## config.mk

```make
export PLATFORM = sky130hd
export DESIGN_NAME = indexed_deque_with_match_count_unit
export DESIGN_NICKNAME = d
export VERILOG_FILES = /design/src/rtl/core/idq_pkg.sv /design/src/rtl/core/idq_cell.sv /design/src/rtl/core/idq_tally.sv /design/src/rtl/core/indexed_deque_with_match_count_unit.sv
export SDC_FILE = /design/constraint.sdc
export NUM_CORES = 2
export LEC_CHECK = 0
export CORE_MARGIN = 2
export CORE_UTILIZATION = 60
export CTS_BUF_LIST = sky130_fd_sc_hd__clkbuf_16
export DETAILED_ROUTE_END_ITERATION = 10
export DONT_BUFFER_PORTS = 1
export PLACE_DENSITY_LB_ADDON = 0.12
export SYNTH_ARGS = -nofsm -noshare
export SYNTH_HDL_FRONTEND = slang
export SYNTH_SLANG_ARGS = --single-unit
```

## constraint.sdc

```tcl
create_clock -name clk -period 7.1 [get_ports clk]
set_clock_uncertainty 0.1 [all_clocks]
set_input_delay 0.71 -clock clk [delete_from_list [all_inputs] [get_ports clk]]
set_output_delay 0.71 -clock clk [all_outputs]
set_load 0.02 [all_outputs]
```

## src/rtl/core/idq_pkg.sv

```systemverilog
// Package for the indexed deque with match count.
// Holds the command/result beat types, action and status codes and the cell control group.
// No dependencies.
package idq_pkg;

    // Action codes carried in the command beat
    localparam logic [2:0] ACT_PUSH_BACK  = 3'd0;
    localparam logic [2:0] ACT_PUSH_FRONT = 3'd1;
    localparam logic [2:0] ACT_POP_BACK   = 3'd2;
    localparam logic [2:0] ACT_POP_FRONT  = 3'd3;
    localparam logic [2:0] ACT_REPLACE    = 3'd4;
    localparam logic [2:0] ACT_READ       = 3'd5;
    localparam logic [2:0] ACT_COUNT      = 3'd6;

    // Status codes carried in the result beat
    localparam logic [1:0] STAT_OK    = 2'd0;
    localparam logic [1:0] STAT_EMPTY = 2'd1;
    localparam logic [1:0] STAT_RANGE = 2'd2;
    localparam logic [1:0] STAT_FULL  = 2'd3;

    // Bits of the match vector summed per cycle by the tally
    localparam int unsigned TALLY_GROUP = 8;

    typedef logic signed [31:0] value_t;

    // Command beat
    typedef struct packed {
        logic [2:0] action;
        logic [3:0] position;
        value_t     data_value;
    } cmd_t;

    // Result beat
    typedef struct packed {
        logic [1:0] status;
        value_t     read_value;
        logic [4:0] match_count;
        logic [4:0] fill_level;
    } result_t;

    // Control shared by every cell of the chain
    typedef struct packed {
        logic   shift_up;     // element i takes element i-1 (push front)
        logic   shift_down;   // element i takes element i+1 (pop front)
        logic   capture;      // latch per-cell match bit
        value_t value;        // load data and compare key
    } cell_ctrl_t;

endpackage

```

## src/rtl/core/idq_cell.sv

```systemverilog
// One storage cell of the deque chain: holds element i counted from the front.
// Shifts with its neighbors, loads on demand and registers its own match bit.
// Depends on idq_pkg.
module idq_cell (
    input  logic                clk,
    input  logic                rst_n,
    input  idq_pkg::cell_ctrl_t ctrl,
    input  logic                load,
    input  logic                live,
    input  idq_pkg::value_t     up_in,
    input  idq_pkg::value_t     down_in,
    output idq_pkg::value_t     data,
    output logic                match
);
    import idq_pkg::*;

    value_t data_reg;
    logic   match_reg;

    // Element storage; no reset, a cell is only read after it is written
    always_ff @(posedge clk)
    begin
        if (load)
        begin
            data_reg <= ctrl.value;
        end
        else if (ctrl.shift_up)
        begin
            data_reg <= up_in;
        end
        else if (ctrl.shift_down)
        begin
            data_reg <= down_in;
        end
    end

    // Match bit, only for cells that hold a stored element
    always_ff @(posedge clk or negedge rst_n)
    begin
        if (!rst_n)
        begin
            match_reg <= 1'b0;
        end
        else if (ctrl.capture)
        begin
            match_reg <= live && (data_reg == ctrl.value);
        end
    end

    assign data  = data_reg;
    assign match = match_reg;

endmodule

```

## src/rtl/core/idq_tally.sv

```systemverilog
// Group-serial population count of the chain's match bits.
// Sums TALLY_GROUP bits per cycle, then pulses done with the total.
// Depends on idq_pkg.
module idq_tally #(
    parameter int unsigned CAPACITY = 16
) (
    input  logic                               clk,
    input  logic                               rst_n,
    input  logic                               go,
    input  logic [CAPACITY-1:0]                match_vec,
    output logic                               done,
    output logic [$clog2(CAPACITY+1)-1:0]      count
);
    import idq_pkg::*;

    localparam int unsigned OW     = $clog2(CAPACITY + 1);
    localparam int unsigned NGROUP = (CAPACITY + TALLY_GROUP - 1) / TALLY_GROUP;
    localparam int unsigned GW     = (NGROUP > 1) ? $clog2(NGROUP) : 1;
    localparam int unsigned PADW   = NGROUP * TALLY_GROUP;
    localparam int unsigned PCW    = $clog2(TALLY_GROUP + 1);

    logic [PADW-1:0]        match_pad;
    logic [TALLY_GROUP-1:0] group_bits;
    logic [PCW-1:0]         group_sum;
    logic [OW-1:0]          acc_sum;
    logic                   last_group;

    logic            run_reg;
    logic [GW-1:0]   grp_reg;
    logic [OW-1:0]   acc_reg;
    logic            done_reg;
    logic [OW-1:0]   count_reg;

    assign match_pad  = PADW'(match_vec);
    assign group_bits = match_pad[grp_reg * TALLY_GROUP +: TALLY_GROUP];
    assign last_group = (grp_reg == GW'(NGROUP - 1));

    // Popcount of one group
    always_comb
    begin
        group_sum = '0;
        for (int i = 0; i < TALLY_GROUP; i++)
        begin
            group_sum = group_sum + PCW'(group_bits[i]);
        end
    end

    assign acc_sum = acc_reg + OW'(group_sum);

    // Walk the groups once per go
    always_ff @(posedge clk or negedge rst_n)
    begin
        if (!rst_n)
        begin
            run_reg  <= 1'b0;
            grp_reg  <= '0;
            acc_reg  <= '0;
            done_reg <= 1'b0;
        end
        else
        begin
            done_reg <= 1'b0;
            if (go)
            begin
                run_reg <= 1'b1;
                grp_reg <= '0;
                acc_reg <= '0;
            end
            else if (run_reg)
            begin
                acc_reg <= acc_sum;
                grp_reg <= grp_reg + GW'(1);
                if (last_group)
                begin
                    run_reg  <= 1'b0;
                    done_reg <= 1'b1;
                end
            end
        end
    end

    // Final total, payload only
    always_ff @(posedge clk)
    begin
        if (run_reg && last_group)
        begin
            count_reg <= acc_sum;
        end
    end

    assign done  = done_reg;
    assign count = count_reg;

endmodule

```

## src/rtl/core/indexed_deque_with_match_count_unit.sv

```systemverilog
// Top level of the indexed deque with match count: command decode, chain of cells, tally.
// Depends on idq_pkg, idq_cell and idq_tally.
//
//  channel  | handshake            | payload             | notes
//  ---------+----------------------+---------------------+---------------------------
//  command  | start / busy         | cmd    (cmd_t)      | beat taken when start & !busy
//  result   | done                 | result (result_t)   | one cycle, cannot be stalled
//
// Element i from the front always sits in cell i; pushes and pops at the front
// shift the whole chain by one cell.
// Every action but a count on a non-empty deque returns from execute to idle; the
// result strobe rises at the same edge that updates the chain.
// A count captures match bits in execute; the tally then sums 8 match bits per cycle.
// Reset empties the deque at once; cell contents are not cleared.
module indexed_deque_with_match_count_unit #(
    parameter int unsigned CAPACITY = 16
) (
    input  logic             clk,
    input  logic             rst_n,
    input  logic             start,
    output logic             busy,
    input  idq_pkg::cmd_t    cmd,
    output logic             done,
    output idq_pkg::result_t result
);
    import idq_pkg::*;

    localparam int unsigned OW = $clog2(CAPACITY + 1);
    localparam int unsigned IW = $clog2(CAPACITY);
    localparam int unsigned CW = (OW > 4) ? OW : 4;

    typedef enum logic [2:0] {
        S_IDLE  = 3'b001,
        S_EXEC  = 3'b010,
        S_COUNT = 3'b100
    } state_t;

    state_t        state_reg, state_next;
    cmd_t          cmd_reg;
    logic [OW-1:0] occ_reg, occ_next;
    result_t       result_reg, result_next;
    logic          done_reg, done_next;

    cell_ctrl_t          ctrl;
    logic [CAPACITY-1:0] load_vec;
    logic [CAPACITY-1:0] live_vec;
    logic [CAPACITY-1:0] match_vec;
    value_t              cell_data [CAPACITY];

    logic          is_full, is_empty, pos_ok;
    logic [CW-1:0] pos_ext;
    logic [IW-1:0] wr_idx;
    logic          wr_en;
    logic          go_count;
    logic          tally_done;
    logic [OW-1:0] tally_count;

    assign is_full  = (occ_reg == OW'(CAPACITY));
    assign is_empty = (occ_reg == '0);
    assign pos_ext  = CW'(cmd_reg.position);
    assign pos_ok   = (pos_ext < CW'(occ_reg));

    // Cells that hold a stored element
    always_comb
    begin
        for (int i = 0; i < CAPACITY; i++)
        begin
            live_vec[i] = (OW'(i) < occ_reg);
        end
    end

    // Action decode, active in the execute cycle
    always_comb
    begin
        ctrl.shift_up   = 1'b0;
        ctrl.shift_down = 1'b0;
        ctrl.capture    = 1'b0;
        ctrl.value      = cmd_reg.data_value;
        wr_idx          = occ_reg[IW-1:0];
        wr_en           = 1'b0;
        occ_next        = occ_reg;
        go_count        = 1'b0;
        result_next.status      = STAT_OK;
        result_next.read_value  = '0;
        result_next.match_count = '0;
        unique case (cmd_reg.action) inside
            ACT_PUSH_BACK:
            begin
                if (is_full)
                begin
                    result_next.status = STAT_FULL;
                end
                else
                begin
                    wr_en    = 1'b1;
                    occ_next = occ_reg + OW'(1);
                end
            end
            ACT_PUSH_FRONT:
            begin
                if (is_full)
                begin
                    result_next.status = STAT_FULL;
                end
                else
                begin
                    ctrl.shift_up = 1'b1;
                    occ_next      = occ_reg + OW'(1);
                end
            end
            ACT_POP_BACK:
            begin
                if (is_empty)
                begin
                    result_next.status = STAT_EMPTY;
                end
                else
                begin
                    occ_next = occ_reg - OW'(1);
                end
            end
            ACT_POP_FRONT:
            begin
                if (is_empty)
                begin
                    result_next.status = STAT_EMPTY;
                end
                else
                begin
                    ctrl.shift_down = 1'b1;
                    occ_next        = occ_reg - OW'(1);
                end
            end
            ACT_REPLACE, ACT_READ:
            begin
                wr_idx = pos_ext[IW-1:0];
                if (is_empty)
                begin
                    result_next.status = STAT_EMPTY;
                end
                else if (!pos_ok)
                begin
                    result_next.status = STAT_RANGE;
                end
                else if (cmd_reg.action == ACT_REPLACE)
                begin
                    wr_en = 1'b1;
                end
                else
                begin
                    result_next.read_value = cell_data[pos_ext[IW-1:0]];
                end
            end
            ACT_COUNT:
            begin
                if (is_empty)
                begin
                    result_next.status = STAT_EMPTY;
                end
                else
                begin
                    ctrl.capture = 1'b1;
                    go_count     = 1'b1;
                end
            end
            default:
            begin
                // unused code: no change
            end
        endcase
        result_next.fill_level = 5'(occ_next);
        if (state_reg != S_EXEC)
        begin
            ctrl.shift_up   = 1'b0;
            ctrl.shift_down = 1'b0;
            ctrl.capture    = 1'b0;
            wr_en           = 1'b0;
            go_count        = 1'b0;
        end
    end

    // One-hot write enable down the chain
    always_comb
    begin
        for (int i = 0; i < CAPACITY; i++)
        begin
            load_vec[i] = wr_en && (wr_idx == IW'(i));
        end
    end

    // Chain of cells, element i in cell i
    for (genvar g = 0; g < CAPACITY; g++)
    begin : g_cell
        value_t up_in;
        value_t down_in;
        if (g == 0)
        begin : g_head
            assign up_in = cmd_reg.data_value;
        end
        else
        begin : g_body
            assign up_in = cell_data[g-1];
        end
        if (g == CAPACITY - 1)
        begin : g_tail
            assign down_in = cell_data[g];
        end
        else
        begin : g_inner
            assign down_in = cell_data[g+1];
        end
        idq_cell u_cell (
            .clk     (clk),
            .rst_n   (rst_n),
            .ctrl    (ctrl),
            .load    (load_vec[g]),
            .live    (live_vec[g]),
            .up_in   (up_in),
            .down_in (down_in),
            .data    (cell_data[g]),
            .match   (match_vec[g])
        );
    end

    // Match tally
    idq_tally #(
        .CAPACITY (CAPACITY)
    ) u_tally (
        .clk       (clk),
        .rst_n     (rst_n),
        .go        (go_count),
        .match_vec (match_vec),
        .done      (tally_done),
        .count     (tally_count)
    );

    // Sequencer
    always_comb
    begin
        state_next = state_reg;
        done_next  = 1'b0;
        unique case (state_reg)
            S_IDLE:
            begin
                if (start)
                begin
                    state_next = S_EXEC;
                end
            end
            S_EXEC:
            begin
                if (go_count)
                begin
                    state_next = S_COUNT;
                end
                else
                begin
                    state_next = S_IDLE;
                    done_next  = 1'b1;
                end
            end
            S_COUNT:
            begin
                if (tally_done)
                begin
                    state_next = S_IDLE;
                    done_next  = 1'b1;
                end
            end
            default:
            begin
                state_next = S_IDLE;
            end
        endcase
    end

    // Control registers
    always_ff @(posedge clk or negedge rst_n)
    begin
        if (!rst_n)
        begin
            state_reg <= S_IDLE;
            occ_reg   <= '0;
            done_reg  <= 1'b0;
        end
        else
        begin
            state_reg <= state_next;
            done_reg  <= done_next;
            if (state_reg == S_EXEC)
            begin
                occ_reg <= occ_next;
            end
        end
    end

    // Command and result payload registers
    always_ff @(posedge clk)
    begin
        if (state_reg == S_IDLE && start)
        begin
            cmd_reg <= cmd;
        end
        if (state_reg == S_EXEC)
        begin
            result_reg <= result_next;
        end
        else if (state_reg == S_COUNT && tally_done)
        begin
            result_reg.match_count <= 5'(tally_count);
        end
    end

    assign busy   = (state_reg != S_IDLE);
    assign done   = done_reg;
    assign result = result_reg;

`ifndef SYNTHESIS
    // Occupancy never exceeds the capacity
    a_occ_bound: assert property (@(posedge clk) disable iff (!rst_n)
        occ_reg <= OW'(CAPACITY))
        else $error("occupancy above capacity");

    // An accepted beat makes the unit busy
    a_accept_busy: assert property (@(posedge clk) disable iff (!rst_n)
        (start && !busy) |=> busy)
        else $error("accepted beat did not raise busy");

    // A result only follows work in progress
    a_done_after_work: assert property (@(posedge clk) disable iff (!rst_n)
        done |-> $past(state_reg != S_IDLE))
        else $error("result strobe without a command in flight");

    // The tally finishes only while a count is pending
    a_tally_in_count: assert property (@(posedge clk) disable iff (!rst_n)
        tally_done |-> (state_reg == S_COUNT))
        else $error("tally done outside count");
`endif

endmodule
```

==> summary.txt <==
Status
  • Status: complete, no violations

Synthesis
  • Top-count cell post-synth: edfxtp_1
  • Yosys reg bits: 633
  • Synthesized area per cell: 12.5 µm²
  • Synthesis Warnings: 0
  • Async SR Flop Fraction: 5.21%
  • Synth area leaders: edfxtp_1, mux2_2, mux4_2
  • Area leader, netlist: edfxtp_1
  • Most frequent cells after synthesis: edfxtp_1, mux2_2, xnor2_1
  • Number of synthesized flops with an enable pin: slightly below 600
  • Yosys cell types: 67
  • Gate Count Post-Synth: between 3,000 and 4,000
  • Seq/Total Area, Yosys: 45.1%
  • Post-synth top area share: a little over two fifths
  • Mapped Area: 41,700 µm²
  • Mapped Nets: between 3,000 and 4,000
  • Ys flop type: edfxtp_1

Route
  • Routed len/inst: 37.5 µm
  • Drt drc: 0
  • Overall routed net length: around 150,000 µm
  • Routed Antenna Nets: 0
  • Via Count: slightly above 30,000
  • Drt first-iter violations: around 5,400
  • DR pass1 iterations: 5
  • Vias per inst: approximately 7.4

Timing
  • Max Fclk: about 180 MHz
  • Final Hold Viols: 0
  • Slew Viols, Final: 0
  • Slew HR: between 10% and 20%
  • Worst-Margin Slew: roughly 1.3 ns
  • Final Setup Violations: 0
  • Unrepaired setup endpoints after global routing: false
  • Tcrit/Tclk final: approximately three quarters
  • Min Clock Period, post-route: roughly 5.4 ns
  • Post-route setup TNS: 0 ns

Finish
  • Cell area after layout: 44,700 µm²
  • Max reg flops: 512
  • Fin nets: between 3,000 and 4,000
  • Area of the multi-input gates: around 22,000 µm²
  • Final Instance Count excl. Fillers: slightly above 4,000
  • Fraction of layout cells with a size suffix above 1: between 20 and 30%
  • # fillers: between 5,000 and 6,000
  • Sequential Area: 18,800 µm²
  • Synth-to-layout area growth: 7.21%

Global route
  • Grt met3 use: about a tenth
  • Top Usage Layer GRT: met2
  • Global-route wire length before repair: approximately 220,000 µm
  • Met1 usage: approximately 60%
  • M2 GR Usage: between 60% and 70%
  • Overflow after GRT: 0
  • Global-route usage over all layers: roughly 43%
  • Largest net degree at the start of global routing: between 100 and 150
  • Initial antenna violation count: 9
  • Vias in the first global route: around 29,000

Place
  • Dpl hpwl: ~110,000 µm
  • Placed cell area: between 40,000 and 50,000 µm²
  • Placed cells: 3,984
  • Port Buffers: 0
  • Routability cong.: just over 1

Clock tree
  • Clock-pin slew on the worst setup and hold paths: approximately 0.060 ns
  • Worst-case clock buffer depth: 3
  • CTS sink cnt: roughly 630
  • CTS Buf Count: 74
  • CTS tree: done
  • Htree depth: 3
  • # resized after CTS: 0
  • Root Buffer: clkbuf_16
  • Insertion delay of the later-clocked pin in the worst-skew pair: between 0.6 and 0.7 ns

Setup path
  • Crit Path Category: reg2reg
  • CP Launch Point: occ_reg[1]
  • Required time of the critical path: roughly 7.2 ns
  • Critical Path End Type: register
  • Data arrival time of the worst path: approximately 5.6 ns
  • Reg2reg start: occ_reg[1]
  • CP max FO: 33
  • Crit path launch type: register
  • RR Endpoint: g_cell[1].u_cell.data[13]
  • CP endpoint: g_cell[1].u_cell.data[13]
  • Reg-to-reg slack, setup: ~1.7 ns
  • Register-to-Register Path Depth: 7

Floorplan
  • Io pins: just under 90
  • Initial core utilization: 60.7%
  • Die Y: ~270 µm
  • Placement Rows: 96
  • DIE WIDTH: between 200 and 300 µm
  • Die area: between 70,000 and 80,000 µm²
  • Core Box Area: ~69,000 µm²

Power and ir drop
  • Overall Power: 10.0 mW
  • Leak pwr: 14.0 nW
  • Int Pwr: 7.09 mW
  • P_sw: just under 3 mW
  • VDD IR-drop max: between 0.2 and 0.3 mV
  • PD cells: 225 nW/µm²
  • Sequential share of power: 43.3%
  • Clock network fraction of total power: 40.2%
  • Sw Ratio: about 29%
  • Gate power share: roughly 17%

Flow run
  • MaxCap Viol Count: 0

Worst hold path
  • Hold wc startpoint: cmd[30]
  • Class of the worst hold path: in2reg
## worst min-delay path by stage
stage,slack (ns),depth (start not counted),endpoint
global placement,0.32,0,u_tally.acc_reg[0]
detailed placement,0.32,0,done
global route,0.07,0,g_cell[0].up_in[19]
CTS,0.06,0,g_cell[0].up_in[19]
finish,0.07,0,g_cell[0].up_in[30]
floorplan,0.31,0,done
## cell families after synthesis
| logic type | Yosys count | synth area share (%) |
|---|---|---|
| xor gates and xnor gates | 523 | 11.0 |
| AOI/OAI and AO/OA | 313 | 4.08 |
| DFF | 633 | 45.1 |
| muxes | 912 | 28.3 |
| adders and majority gates | 18 | 0.630 |
| and+or+nand+nor | 573 | 7.42 |
| buffers and inverters | 354 | 3.54 |
## layout make-up
| type | count | area share (%) |
|---|---|---|
| timing repair buffer | 67 | 1.31 |
| tap | 931 | 2.60 |
| antenna | 1 | 0.00560 |
| clock buffer | 79 | 4.42 |
| multi-input combinational | 2339 | 48.4 |
| clock inverter | 55 | 1.13 |
| inverter | 16 | 0.134 |
| sequential | 633 | 42.0 |
## timing repair
action	4_1_cts	5_1_grt
endpoints found under the hold margin	33	0
buffers inserted	0	0
hold buffers	2	0
## per-layer routing
| metal | up-vias | wire length, µm |
|---|---|---|
| met5 | - | 27 |
| met3 | 414 | 20600 |
| met1 | 15200 | 56900 |
| met4 | 4 | 11500 |
| li1 | 12200 | - |
| met2 | 2658 | 65800 |
## critical path, cell delays in order (launching register included)
cell,delay (ns)
dfrtp_1,0.70
inv_1,0.25
ha_1,0.30
nor3b_2,0.23
a2111o_1,0.55
a311oi_2,0.85
nand2_2,0.89
nand2_2,1.09
## metrics by stage
stage | hold WS, ns | util [%] | setup WS (ns)
floorplan | 0.314 | - | 1.79
global placement | 0.316 | 61.4 | 2.01
detailed placement | 0.315 | 61.4 | 1.94
CTS | 0.0552 | 65.1 | 1.93
global route | 0.0697 | 65.1 | 1.57
finish | 0.0705 | 65.1 | 1.66
## power by group through the flow
stage / Clock, mW / Sequential (mW) / Combinational (mW)
after global placement: 0 / 4.41 / 1.57
after CTS: 4.02 / 4.34 / 1.59
final: 4.04 / 4.35 / 1.66
after global routing: 4.14 / 4.36 / 1.69
after detailed placement: 0 / 4.42 / 1.58
after floorplan: 0 / 4.32 / 1.06
## cells in the final DEF, fill, tap and decap left out, drive strengths merged, types with 3 or more instances in the layout
cell	netlist	routed
o21ai	31	31
fa	5	5
a21oi	244	244
a21o	3	3
buf	127	66
clkinv	1	28
ha	13	13
a2111oi	4	4
nand2	54	54
clkbuf	211	79
mux4	160	160
nand4	101	101
mux2i	234	234
nor4	52	52
xnor2	350	350
nor3	248	248
inv	15	30
nor3b	5	5
nand3	18	18
nor2b	39	39
mux2	518	518
dfxtp	5	5
and2	3	3
a31oi	8	8
clkinvlp	0	3
nand2b	5	5
bufinv	0	10
xor2	173	173
dfrtp	32	32
edfxtp	595	595
a22oi	5	5
nor2	31	31
nor4bb	4	4
Note: power is estimated with default switching activity, not from simulation.
